<file path="src/design/lfpd_pkg.sv">
package lfpd_pkg;

    // configuration register indexes
    localparam logic [2:0] REG_BASE_SPEED   = 3'd0;
    localparam logic [2:0] REG_GAIN_P       = 3'd1;
    localparam logic [2:0] REG_GAIN_I       = 3'd2;
    localparam logic [2:0] REG_GAIN_D       = 3'd3;
    localparam logic [2:0] REG_LEFT_OFFSET  = 3'd4;
    localparam logic [2:0] REG_RIGHT_OFFSET = 3'd5;
    localparam logic [2:0] REG_DETECT_THR   = 3'd6;

    // field widths
    localparam int POS_W   = 13;
    localparam int READ_W  = 10;
    localparam int GAIN_W  = 18;
    localparam int ERR_W   = 13;
    localparam int SUM_W   = 11;
    localparam int DER_W   = 14;
    localparam int ACC_W   = 35;
    localparam int CORR_W  = 9;
    localparam int OFS_W   = 9;

    // control constants
    localparam logic [12:0] MAX_POS           = 13'd7000;
    localparam logic signed [13:0] CENTER_POS = 14'sd3500;
    localparam logic signed [13:0] SUM_LIMIT  = 14'sd600;
    localparam logic [7:0] CORR_LIMIT         = 8'd150;
    localparam logic [12:0] SMALL_ERR         = 13'd200;
    localparam logic [12:0] LARGE_ERR         = 13'd2000;
    localparam logic [7:0] MIN_BASE           = 8'd80;
    localparam logic [7:0] LARGE_DROP         = 8'd80;
    localparam logic [7:0] MID_DROP           = 8'd40;
    localparam logic signed [10:0] DUTY_MAX   = 11'sd255;

    // per-stage load enables of the pid datapath
    typedef struct packed {
        logic s2;
        logic s3;
        logic s4;
    } stage_en_t;

endpackage

</file>
<file path="src/design/line_follow_pid_drive_unit.sv">
// pipeline: request accept to result valid runs through the sense, multiply,
// accumulate, correct and drive stages, one register stage each.
// throughput: one request per cycle unless m_ready stalls; pid state updates at
// accept of a tracked request, so integral and last error serve the next one.
// reset (aresetn low, synchronous): pipeline emptied, pid state zeroed,
// configuration registers back to their defaults.
module line_follow_pid_drive_unit #(
    parameter int SENSOR_COUNT = 8
) (
    input  logic        aclk,
    input  logic        aresetn,
    input  logic        cfg_we,
    input  logic [2:0]  cfg_addr,
    input  logic [17:0] cfg_wdata,
    input  logic        s_valid,
    output logic        s_ready,
    input  logic [12:0] s_line_position,
    input  logic [9:0]  s_sensor_0,
    input  logic [9:0]  s_sensor_1,
    input  logic [9:0]  s_sensor_2,
    input  logic [9:0]  s_sensor_3,
    input  logic [9:0]  s_sensor_4,
    input  logic [9:0]  s_sensor_5,
    input  logic [9:0]  s_sensor_6,
    input  logic [9:0]  s_sensor_7,
    output logic        m_valid,
    input  logic        m_ready,
    output logic        m_left_forward,
    output logic [7:0]  m_left_duty,
    output logic        m_right_forward,
    output logic [7:0]  m_right_duty,
    output logic        m_line_lost,
    output logic signed [8:0] m_correction
);

    localparam int CNT_W = $clog2(SENSOR_COUNT + 1);

    // configuration registers
    logic [7:0]                        base_speed_reg;
    logic [lfpd_pkg::GAIN_W-1:0]       gain_p_reg, gain_i_reg, gain_d_reg;
    logic signed [lfpd_pkg::OFS_W-1:0] left_offset_reg, right_offset_reg;
    logic [lfpd_pkg::READ_W-1:0]       detect_thr_reg;

    always_ff @(posedge aclk) begin
        if (!aresetn) begin
            base_speed_reg   <= 8'd200;
            gain_p_reg       <= 18'd5243;
            gain_i_reg       <= 18'd7;
            gain_d_reg       <= 18'd3277;
            left_offset_reg  <= 9'sd0;
            right_offset_reg <= -9'sd5;
            detect_thr_reg   <= 10'd500;
        end else if (cfg_we) begin
            case (cfg_addr)
                lfpd_pkg::REG_BASE_SPEED:   base_speed_reg   <= cfg_wdata[7:0];
                lfpd_pkg::REG_GAIN_P:       gain_p_reg       <= cfg_wdata;
                lfpd_pkg::REG_GAIN_I:       gain_i_reg       <= cfg_wdata;
                lfpd_pkg::REG_GAIN_D:       gain_d_reg       <= cfg_wdata;
                lfpd_pkg::REG_LEFT_OFFSET:  left_offset_reg  <= $signed(cfg_wdata[8:0]);
                lfpd_pkg::REG_RIGHT_OFFSET: right_offset_reg <= $signed(cfg_wdata[8:0]);
                lfpd_pkg::REG_DETECT_THR:   detect_thr_reg   <= cfg_wdata[9:0];
                default: ;
            endcase
        end
    end

    // pipeline flow control: a stage loads when empty or draining
    logic [5:1] valid_reg;
    logic [5:1] adv;
    logic       accept;

    assign adv[5]  = ~valid_reg[5] | m_ready;
    assign adv[4]  = ~valid_reg[4] | adv[5];
    assign adv[3]  = ~valid_reg[3] | adv[4];
    assign adv[2]  = ~valid_reg[2] | adv[3];
    assign adv[1]  = ~valid_reg[1] | adv[2];
    assign s_ready = adv[1];
    assign accept  = s_valid & adv[1];
    assign m_valid = valid_reg[5];

    always_ff @(posedge aclk) begin
        if (!aresetn) begin
            valid_reg <= '0;
        end else begin
            if (adv[1]) valid_reg[1] <= s_valid;
            if (adv[2]) valid_reg[2] <= valid_reg[1];
            if (adv[3]) valid_reg[3] <= valid_reg[2];
            if (adv[4]) valid_reg[4] <= valid_reg[3];
            if (adv[5]) valid_reg[5] <= valid_reg[4];
        end
    end

    // sensor lanes
    logic [lfpd_pkg::READ_W-1:0] sensor_arr [8];
    logic [SENSOR_COUNT-1:0]     hit;

    assign sensor_arr[0] = s_sensor_0;
    assign sensor_arr[1] = s_sensor_1;
    assign sensor_arr[2] = s_sensor_2;
    assign sensor_arr[3] = s_sensor_3;
    assign sensor_arr[4] = s_sensor_4;
    assign sensor_arr[5] = s_sensor_5;
    assign sensor_arr[6] = s_sensor_6;
    assign sensor_arr[7] = s_sensor_7;

    for (genvar g = 0; g < SENSOR_COUNT; g++) begin : g_lane
        lfpd_lane u_lane (
            .reading   (sensor_arr[g]),
            .threshold (detect_thr_reg),
            .hit       (hit[g])
        );
    end

    // merge: count lanes that see the line
    logic [CNT_W-1:0] active;

    always_comb begin
        active = '0;
        for (int i = 0; i < SENSOR_COUNT; i++) begin
            active = active + CNT_W'(hit[i]);
        end
    end

    // stage 1: error, integral, derivative
    logic signed [lfpd_pkg::ERR_W-1:0] last_error_reg;
    logic signed [lfpd_pkg::SUM_W-1:0] error_sum_reg;
    logic [12:0]  pos_sat;
    logic signed [13:0] err_wide, sum_wide;
    logic signed [lfpd_pkg::ERR_W-1:0] err_next;
    logic signed [lfpd_pkg::SUM_W-1:0] sum_next;
    logic signed [lfpd_pkg::DER_W-1:0] deriv_next;
    logic         lost_next;

    always_comb begin
        pos_sat  = (s_line_position > lfpd_pkg::MAX_POS) ? lfpd_pkg::MAX_POS
                                                         : s_line_position;
        err_wide = $signed({1'b0, pos_sat}) - lfpd_pkg::CENTER_POS;
        err_next = err_wide[12:0];
        sum_wide = {{3{error_sum_reg[10]}}, error_sum_reg} + {err_next[12], err_next};
        if (sum_wide > lfpd_pkg::SUM_LIMIT) begin
            sum_next = 11'(lfpd_pkg::SUM_LIMIT);
        end else if (sum_wide < -lfpd_pkg::SUM_LIMIT) begin
            sum_next = 11'(-lfpd_pkg::SUM_LIMIT);
        end else begin
            sum_next = sum_wide[10:0];
        end
        deriv_next = {err_next[12], err_next} - {last_error_reg[12], last_error_reg};
        lost_next  = (active < CNT_W'(2));
    end

    // pid state moves only for tracked requests
    always_ff @(posedge aclk) begin
        if (!aresetn) begin
            last_error_reg <= '0;
            error_sum_reg  <= '0;
        end else if (accept && !lost_next) begin
            last_error_reg <= err_next;
            error_sum_reg  <= sum_next;
        end
    end

    logic signed [lfpd_pkg::ERR_W-1:0] err1_reg;
    logic signed [lfpd_pkg::SUM_W-1:0] sum1_reg;
    logic signed [lfpd_pkg::DER_W-1:0] der1_reg;
    logic lost1_reg, lpos1_reg;

    always_ff @(posedge aclk) begin
        if (adv[1]) begin
            err1_reg  <= err_next;
            sum1_reg  <= sum_next;
            der1_reg  <= deriv_next;
            lost1_reg <= lost_next;
            lpos1_reg <= (last_error_reg > 13'sd0);
        end
    end

    // stages 2 to 4
    lfpd_pkg::stage_en_t pid_en;
    logic signed [lfpd_pkg::CORR_W-1:0] corr4;
    logic [7:0] vb4;
    logic lost4, lpos4;

    assign pid_en.s2 = adv[2];
    assign pid_en.s3 = adv[3];
    assign pid_en.s4 = adv[4];

    lfpd_pid u_pid (
        .aclk         (aclk),
        .en           (pid_en),
        .err          (err1_reg),
        .esum         (sum1_reg),
        .deriv        (der1_reg),
        .lost_in      (lost1_reg),
        .last_pos_in  (lpos1_reg),
        .gain_p       (gain_p_reg),
        .gain_i       (gain_i_reg),
        .gain_d       (gain_d_reg),
        .base_speed   (base_speed_reg),
        .corr         (corr4),
        .vb           (vb4),
        .lost_out     (lost4),
        .last_pos_out (lpos4)
    );

    // stage 5: wheel drive and result register
    lfpd_drive u_drive (
        .aclk          (aclk),
        .en            (adv[5]),
        .lost          (lost4),
        .last_pos      (lpos4),
        .corr          (corr4),
        .vb            (vb4),
        .base_speed    (base_speed_reg),
        .left_offset   (left_offset_reg),
        .right_offset  (right_offset_reg),
        .left_forward  (m_left_forward),
        .left_duty     (m_left_duty),
        .right_forward (m_right_forward),
        .right_duty    (m_right_duty),
        .line_lost     (m_line_lost),
        .correction    (m_correction)
    );

endmodule

</file>
<file path="src/design/lfpd_lane.sv">
module lfpd_lane (
    input  logic [lfpd_pkg::READ_W-1:0] reading,
    input  logic [lfpd_pkg::READ_W-1:0] threshold,
    output logic                        hit
);

    // a sensor sees the line when strictly above threshold
    assign hit = (reading > threshold);

endmodule

</file>
<file path="src/design/lfpd_pid.sv">
module lfpd_pid (
    input  logic                                aclk,
    input  lfpd_pkg::stage_en_t                 en,
    input  logic signed [lfpd_pkg::ERR_W-1:0]   err,
    input  logic signed [lfpd_pkg::SUM_W-1:0]   esum,
    input  logic signed [lfpd_pkg::DER_W-1:0]   deriv,
    input  logic                                lost_in,
    input  logic                                last_pos_in,
    input  logic [lfpd_pkg::GAIN_W-1:0]         gain_p,
    input  logic [lfpd_pkg::GAIN_W-1:0]         gain_i,
    input  logic [lfpd_pkg::GAIN_W-1:0]         gain_d,
    input  logic [7:0]                          base_speed,
    output logic signed [lfpd_pkg::CORR_W-1:0]  corr,
    output logic [7:0]                          vb,
    output logic                                lost_out,
    output logic                                last_pos_out
);

    logic signed [31:0] prod_p_reg, prod_p_next;
    logic signed [29:0] prod_i_reg, prod_i_next;
    logic signed [32:0] prod_d_reg, prod_d_next;
    logic signed [lfpd_pkg::ERR_W-1:0] err2_reg, err3_reg;
    logic lost2_reg, lost3_reg, lost4_reg;
    logic lpos2_reg, lpos3_reg, lpos4_reg;
    logic signed [lfpd_pkg::ACC_W-1:0] acc_reg, acc_next;
    logic signed [lfpd_pkg::ACC_W-1:0] mag;
    logic [18:0] mag_int;
    logic [7:0]  corr_mag;
    logic signed [lfpd_pkg::CORR_W-1:0] corr_reg, corr_next;
    logic [7:0] vb_reg, vb_next;
    logic [12:0] aerr;

    function automatic logic signed [lfpd_pkg::ACC_W-1:0] ACC_W_EXT(logic signed [31:0] v);
        return {{(lfpd_pkg::ACC_W-32){v[31]}}, v};
    endfunction

    function automatic logic signed [lfpd_pkg::ACC_W-1:0] ACC_I_EXT(logic signed [29:0] v);
        return {{(lfpd_pkg::ACC_W-30){v[29]}}, v};
    endfunction

    function automatic logic signed [lfpd_pkg::ACC_W-1:0] ACC_D_EXT(logic signed [32:0] v);
        return {{(lfpd_pkg::ACC_W-33){v[32]}}, v};
    endfunction

    // stage 2: gain products
    assign prod_p_next = $signed({1'b0, gain_p}) * err;
    assign prod_i_next = $signed({1'b0, gain_i}) * esum;
    assign prod_d_next = $signed({1'b0, gain_d}) * deriv;

    always_ff @(posedge aclk) begin
        if (en.s2) begin
            prod_p_reg <= prod_p_next;
            prod_i_reg <= prod_i_next;
            prod_d_reg <= prod_d_next;
            err2_reg   <= err;
            lost2_reg  <= lost_in;
            lpos2_reg  <= last_pos_in;
        end
    end

    // stage 3: q16 accumulation
    assign acc_next = ACC_W_EXT(prod_p_reg) + ACC_I_EXT(prod_i_reg) + ACC_D_EXT(prod_d_reg);

    always_ff @(posedge aclk) begin
        if (en.s3) begin
            acc_reg   <= acc_next;
            err3_reg  <= err2_reg;
            lost3_reg <= lost2_reg;
            lpos3_reg <= lpos2_reg;
        end
    end

    // stage 4: truncate toward zero, clamp, pick base speed
    always_comb begin
        mag      = acc_reg[lfpd_pkg::ACC_W-1] ? -acc_reg : acc_reg;
        mag_int  = mag[34:16];
        corr_mag = (mag_int > {11'd0, lfpd_pkg::CORR_LIMIT}) ? lfpd_pkg::CORR_LIMIT
                                                             : mag_int[7:0];
        corr_next = acc_reg[lfpd_pkg::ACC_W-1] ? -$signed({1'b0, corr_mag})
                                               : $signed({1'b0, corr_mag});
        aerr = err3_reg[lfpd_pkg::ERR_W-1] ? 13'(-err3_reg) : 13'(err3_reg);
        if (aerr < lfpd_pkg::SMALL_ERR) begin
            vb_next = base_speed;
        end else if (aerr > lfpd_pkg::LARGE_ERR) begin
            vb_next = (base_speed < lfpd_pkg::MIN_BASE + lfpd_pkg::LARGE_DROP)
                      ? lfpd_pkg::MIN_BASE : base_speed - lfpd_pkg::LARGE_DROP;
        end else begin
            vb_next = (base_speed < lfpd_pkg::MIN_BASE + lfpd_pkg::MID_DROP)
                      ? lfpd_pkg::MIN_BASE : base_speed - lfpd_pkg::MID_DROP;
        end
    end

    always_ff @(posedge aclk) begin
        if (en.s4) begin
            corr_reg  <= corr_next;
            vb_reg    <= vb_next;
            lost4_reg <= lost3_reg;
            lpos4_reg <= lpos3_reg;
        end
    end

    assign corr         = corr_reg;
    assign vb           = vb_reg;
    assign lost_out     = lost4_reg;
    assign last_pos_out = lpos4_reg;

endmodule

</file>
<file path="src/design/lfpd_drive.sv">
module lfpd_drive (
    input  logic                                aclk,
    input  logic                                en,
    input  logic                                lost,
    input  logic                                last_pos,
    input  logic signed [lfpd_pkg::CORR_W-1:0]  corr,
    input  logic [7:0]                          vb,
    input  logic [7:0]                          base_speed,
    input  logic signed [lfpd_pkg::OFS_W-1:0]   left_offset,
    input  logic signed [lfpd_pkg::OFS_W-1:0]   right_offset,
    output logic                                left_forward,
    output logic [7:0]                          left_duty,
    output logic                                right_forward,
    output logic [7:0]                          right_duty,
    output logic                                line_lost,
    output logic signed [lfpd_pkg::CORR_W-1:0]  correction
);

    logic signed [10:0] half, vb_s, corr_s, l_raw, r_raw, l_cmd, r_cmd;
    logic signed [10:0] l_trim, r_trim, l_fin, r_fin;
    logic               lf_reg, rf_reg, lost_reg;
    logic [7:0]         ld_reg, rd_reg;
    logic signed [lfpd_pkg::CORR_W-1:0] corr_reg;

    function automatic logic signed [10:0] clamp11(logic signed [10:0] v,
                                                   logic signed [10:0] lo,
                                                   logic signed [10:0] hi);
        return (v < lo) ? lo : ((v > hi) ? hi : v);
    endfunction

    // wheel commands before trim
    always_comb begin
        half   = $signed({4'd0, base_speed[7:1]});
        vb_s   = $signed({3'd0, vb});
        corr_s = {{2{corr[lfpd_pkg::CORR_W-1]}}, corr};
        l_raw  = clamp11(vb_s - corr_s, 11'sd0, lfpd_pkg::DUTY_MAX);
        r_raw  = clamp11(vb_s + corr_s, 11'sd0, lfpd_pkg::DUTY_MAX);
        if (lost) begin
            // spin in place toward the side of the last error
            l_cmd = last_pos ? half : -half;
            r_cmd = last_pos ? -half : half;
        end else begin
            l_cmd = l_raw;
            r_cmd = r_raw;
        end
        l_trim = l_cmd + {{2{left_offset[lfpd_pkg::OFS_W-1]}}, left_offset};
        r_trim = r_cmd + {{2{right_offset[lfpd_pkg::OFS_W-1]}}, right_offset};
        l_fin  = clamp11(l_trim, -lfpd_pkg::DUTY_MAX, lfpd_pkg::DUTY_MAX);
        r_fin  = clamp11(r_trim, -lfpd_pkg::DUTY_MAX, lfpd_pkg::DUTY_MAX);
    end

    // output register
    always_ff @(posedge aclk) begin
        if (en) begin
            lf_reg   <= ~l_fin[10];
            ld_reg   <= l_fin[10] ? 8'(-l_fin) : l_fin[7:0];
            rf_reg   <= ~r_fin[10];
            rd_reg   <= r_fin[10] ? 8'(-r_fin) : r_fin[7:0];
            lost_reg <= lost;
            corr_reg <= lost ? '0 : corr;
        end
    end

    assign left_forward  = lf_reg;
    assign left_duty     = ld_reg;
    assign right_forward = rf_reg;
    assign right_duty    = rd_reg;
    assign line_lost     = lost_reg;
    assign correction    = corr_reg;

endmodule
</file>
<file path="config.mk">
export PLATFORM = sky130hd
export DESIGN_NAME = line_follow_pid_drive_unit
export DESIGN_NICKNAME = d
export VERILOG_FILES = /design/src/design/lfpd_pkg.sv /design/src/design/line_follow_pid_drive_unit.sv /design/src/design/lfpd_lane.sv /design/src/design/lfpd_pid.sv /design/src/design/lfpd_drive.sv
export SDC_FILE = /design/constraint.sdc
export NUM_CORES = 2
export LEC_CHECK = 0
export BUFFER_PORTS_ARGS = -buffer_cell sky130_fd_sc_hd__buf_2
export CORE_MARGIN = 4
export CORE_UTILIZATION = 45
export CTS_BUF_LIST = sky130_fd_sc_hd__clkbuf_4 sky130_fd_sc_hd__clkbuf_8
export DETAILED_ROUTE_END_ITERATION = 10
export SETUP_SLACK_MARGIN = 0.02
export SYNTH_ARGS = -nofsm -noshare
export SYNTH_HDL_FRONTEND = slang
export SYNTH_HIERARCHICAL = 1
export SYNTH_SLANG_ARGS = --single-unit
</file>
<file path="constraint.sdc">
create_clock -name aclk -period 10.15 [get_ports aclk]
set_input_delay 0.5075 -clock aclk [delete_from_list [all_inputs] [get_ports aclk]]
set_output_delay 0.5075 -clock aclk [all_outputs]
set_load 0.01 [all_outputs]
</file>
Yosys cells after proc, flatten, opt, wreduce, memory -nomap -nowiden. Cells that the tools add are included.

Add/subtract/negate cells: 24. $mul: 3. $lt $le $gt $ge: 26. Equality and inequality tests: 6. Muxes and demuxes: 25. Bitwise operators: 13. Reduce and logical (&&, ||, !) cells: 10.

Operators by type and width (number): 11-bit 2-to-1 mux (14); 10-bit greater-than comparator (8); 8-bit 2-to-1 mux (8); 11-bit by 9-bit greater-than comparator with 1-bit output (second input constant) (4); 35-bit 2-to-1 mux (1); 35-bit negator (1); 33-bit by 33-bit adder with 34-bit output (1); 32-bit by 30-bit adder with 33-bit output (1); 19-bit by 14-bit multiplier with 33-bit output (1); 19-bit by 13-bit multiplier with 32-bit output (1); 19-bit by 11-bit multiplier with 30-bit output (1); 13-bit 2-to-1 mux (2); 11-bit adder (2); 11-bit by 1-bit less-than comparator with 1-bit output (second input constant) (2); 11-bit by 9-bit less-than comparator with 1-bit output (second input constant) (2); 19-bit by 8-bit greater-than comparator with 1-bit output (second input constant) (1); 4-bit by 1-bit adder with 4-bit output (4); 8-bit negator (2); 11-bit by 13-bit adder with 14-bit output (1); 14-bit by 11-bit greater-than comparator with 1-bit output (second input constant) (1); 14-bit by 11-bit less-than comparator with 1-bit output (second input constant) (1); 2-bit AND reduction (7); 13-bit by 13-bit subtractor with 14-bit output (1); 13-bit by 1-bit greater-than comparator with 1-bit output (second input constant) (1); other kinds (26) (39).

Register bits after elaboration: 366. Input port bits: 119. Output and inout bits: 30. Word-level logic and storage cells: 147.

Longest topological paths before layout.
Word-level depth: 11. Depth in mapped cells: 31. Depth with buffers taken out: 29.

Cells and area by module. The synthesis kept the hierarchy.

By module, submodules not included: lfpd_pid (times used 1, cells each 3229, area each 31544.0 um^2, seq. area each 5345.1 um^2); line_follow_pid_drive_unit (times used 1, cells each 841, area each 7373.3 um^2, seq. area each 3583.4 um^2); lfpd_drive (times used 1, cells each 417, area each 3578.4 um^2, seq. area each 840.8 um^2); lfpd_lane (times used 8, cells each 35, area each 252.7 um^2, seq. area each 0.0 um^2).

Least setup slack after synthesis. OpenSTA, ideal clock, no wires.

Kind: register to register. From: register der1_reg[7] in the netlist's numbering. To: register u_pid.prod_d_reg[30] (data pin). Setup time: 0.259 ns. Arrival: 6.088 ns. Required time: 9.891 ns. Setup slack: 3.803 ns. Stages on the path, launching flop included: 23. Buffers on the path: 2. Clock period less this slack: 6.347 ns. Cell sequence: edfxtp_1 -> clkbuf_1 -> clkbuf_1 -> nand2_1 -> fa_1 -> fa_1 -> inv_1 -> fa_1 -> fa_1 -> fa_1 -> inv_1 -> fa_1 -> inv_1 -> ha_1 -> a211oi_1 -> nor2_1 -> nor4_1 -> or4_1 -> a41o_1 -> a211oi_1 -> or3_1 -> a21oi_1 -> xnor2_1.

Word-level cells in the longest chain between the ends: 1.

RTL lines: start, declared (RTL line line_follow_pid_drive_unit.sv:164) `logic signed [lfpd_pkg::DER_W-1:0] der1_reg;`; start signal, assigned (RTL line line_follow_pid_drive_unit.sv:171) `der1_reg <= deriv_next;`; 19-bit by 14-bit multiplier with 33-bit output (RTL line lfpd_pid.sv:48) `assign prod_d_next = $signed({1'b0, gain_d}) * deriv;`; via u_pid.prod_d_next[30] (RTL line lfpd_pid.sv:21) `logic signed [32:0] prod_d_reg, prod_d_next;`; end signal, assigned (RTL line lfpd_pid.sv:54) `prod_d_reg <= prod_d_next;`; end, declared (RTL line lfpd_pid.sv:21).

The timed path passes the listed nets, and every way through them passes these cells. A chain may end at the register's enable or synchronous reset.

Worst setup path after layout.
From: register der1_reg[13] in the netlist's numbering. To: register u_pid.prod_d_reg[30] (data pin).

The elaborated chain is that of the path after synthesis.

==> reports/metrics.cfg <==
[run]
drv_cap = 0

[worst_hold_path]
hp-class = primary input to flip-flop

[timing]
rsz0062_at_grt = false
max-slew-margin-rel_pct = 13.49
slew_violations = 0
post-route-period-util_pct = 69.94
setup_viol = 0
period_minus_slack_ns = 7.099
clock-skew-final_ns = 0.03084
tns_ns = 0
final.setup.worst_slack_ns = 3.051
tightest_slew_ns = 1.288
hold_viol = 0
fmax_mhz = 140.9

[yosys]
synth_edf_count = 246
synth_cells = 4767
async_reset_ff_share_pct = 0
ys.flop_type = edfxtp_1
avgSynthCellArea_sq_um = 9.339
yosysWarnings = 6
ys_ff_latch = 365
syn_nets = 5936
syn-cell-area_sq_mm = 0.04452
yosysSeqAreaShare_pct = 21.94
yosysUniqueCellTypes = 108

[clock_network]
cts_resized = 0
clk_latency_ns = 0.68
clock-sinks = 365
cts_max_path_buffers = 3
cts_tree = done
clockRootBuffer = clkbuf_8
cts_buffers = 69
h-tree-depth = 3
path_clk_slew_ns = 0.05
cts_setup_buffers = 0
cts_hold_buf = 0

[floorplan]
fp.dieArea_sq_mm = 0.1040
row_count = 115
die_h_microns = 322.5
io-pin-count = 149
initial_core_util_pct = 45.30
core-area_sq_mm = 0.09828
die_w_microns = 322.5

[routing]
first_pass_iters = 5
drt-total-wl_mm = 114.8
num_vias = 32937
viasPerCell = 5.327
drc = 0
drtIter0Drc = 2020
wire_per_inst_microns = 18.56
ant_nets = 0

[global_route]
grt_antenna_before_repair = 1
grt_usage_pct = 22.50
grt_pass1_wl_mm = 184.0
grt_pass1_vias = 33572
grt_max_degree = 76
overflow = 0

[finish]
largest_reg_flops = 34
syn_to_final_growth_pct = 7.482
drive_above_1_share_pct = 7.334
fill_cells = 9281
most-common-layout-cells = inv_1, nand2_1, fa_1
layout.nets = 6009
post-route-util_pct = 48.69
layout_commonest_cell = inv_1

[setup_path]
crit_arrival_ns = 7.52
slowest_stage = edfxtp_1
path_delay_family = adder cells
crit_top_cell = fa_1
crit_path_end_kind = flip-flop
crit_fanout = 20
crit_chain = nand2b_1 -> fa_1 -> fa_1 -> inv_1 -> fa_1 -> fa_1 -> fa_1 -> inv_1 -> fa_1 -> inv_1 -> ha_1 -> a211oi_1 -> nor2_1 -> nor4_1 -> or4_1 -> a41o_1 -> a211oi_1 -> or3_1 -> a21oi_1 -> xnor2_1
critical_path_required_ns = 10.57
start_kind = flip-flop
cp_num_buf_inv = 3
critical_path.max_stage_delay_ns = 0.90
crit_type = flip-flop to flip-flop

[placement]
io_buffers = 148
hpwlAfterDp_mm = 90.31
pre_cts_slack_ns = 3.152
gp_congestion = 0.8727

[run_status]
status = finished, final reports clean

## through the flow
step,hold slack (ns),cell area [sq um],std cells
CTS,0.1143,47850,6182
global placement,0.4011,46350,6056
floorplan,0.4003,44520,4767
finish,0.1804,47850,6183
global route,0.1541,47850,6182
detailed placement,0.4045,46350,6056
## worst register-to-register path: stages (launching register included)
cell	delay (ns)
edfxtp_1	0.90
nand2b_1	0.19
fa_1	0.54
fa_1	0.54
inv_1	0.05
fa_1	0.52
fa_1	0.53
fa_1	0.55
inv_1	0.06
fa_1	0.53
inv_1	0.04
ha_1	0.36
a211oi_1	0.10
nor2_1	0.16
nor4_1	0.07
or4_1	0.58
a41o_1	0.25
a211oi_1	0.49
or3_1	0.18
a21oi_1	0.08
xnor2_1	0.13
## cell type report
cell class,count,area (sq um),share of cell area [%]
clock buffer,96,1215,2.539
tap,1287,1610,3.365
clock inverter,30,285.3,0.5962
multi-input combinational,3485,31280,65.38
sequential,365,9769,20.42
timing repair buffer,161,838.3,1.752
antenna,1,2.502,0.005230
inverter,758,2845,5.946
## path summary, 6_finish.rpt
check                                                  from                              to  slack, ns  cells past startpoint
worst max-delay path                 der1_reg[13]$_DFFE_PN_  u_pid/prod_d_reg[30]$_DFFE_PP_       3.05                     20
worst min-delay path                                m_ready       valid_reg[5]$_SDFFE_PN0P_       0.18                      4
worst max register to register       der1_reg[13]$_DFFE_PN_  u_pid/prod_d_reg[30]$_DFFE_PP_       3.05                     20
worst min register to register  u_pid/err2_reg[1]$_DFFE_PP_     u_pid/err3_reg[1]$_DFFE_PP_       0.42                      0
## cell usage after synthesis (6+ instances only)
library cell  instances  area, sq um
inv_1               755         2834
nand2_1             611         2293
fa_1                554        11090
ha_1                496         6206
and2_1              345         2158
edfxtp_1            246         7387
a21oi_1             220         1101
nor2_1              196        735.7
clkbuf_1            149        559.3
xnor2_1             120         1051
dfxtp_1             119         2382
o21ai_0             109        545.5
nand3_1              83        415.4
a21o_1               68        510.5
nor2b_1              66        412.9
nor3_1               59        295.3
nand2b_1             52        325.3
xor2_1               50        437.9
and3_1               30        187.7
nand4_1              30        187.7
o21a_1               30        225.2
a31oi_1              27        168.9
a211oi_1             26        195.2
nor4_1               19        118.9
o21bai_1             19        142.6
or3_1                18        112.6
or2_2                12        75.07
a211oi_2             11        137.6
o211ai_1             11        82.58
o21ai_1              11        55.05
o22ai_1              11        68.82
o31ai_1               9        67.56
o41a_1                9        101.4
or4_1                 9        67.56
a22o_1                8        70.07
nand3b_1              8        60.06
a211o_1               7        61.31
a311oi_1              6        52.55
mux2i_1               6        60.06
o2111ai_1             6        52.55
o41ai_1               6        52.55
## per-layer routing
layer	routed length (microns)	global-route usage [%]	up-vias	part of all wire, %
met4	2784	5.617	0	2.4
met5	0	0	-	0
met1	50610	29.58	16307	44
met3	5250	2.980	146	4.6
met2	56130	39.42	750	49
li1	-	-	15734	-
## cells by family after synthesis
logic type                 count (synthesis)  synth area share, %
buffers and inverters                    917                7.813
AOI/OAI and AO/OA                        680                10.26
and+or+nand+nor                         1572                17.45
DFF                                      365                21.94
xor gates and xnor gates                 172                3.418
muxes                                     11               0.2614
adders and majority gates               1050                38.85
Power is not shown: default switching activity piles up to over one toggle a cycle in this logic, so the estimate is an artifact.
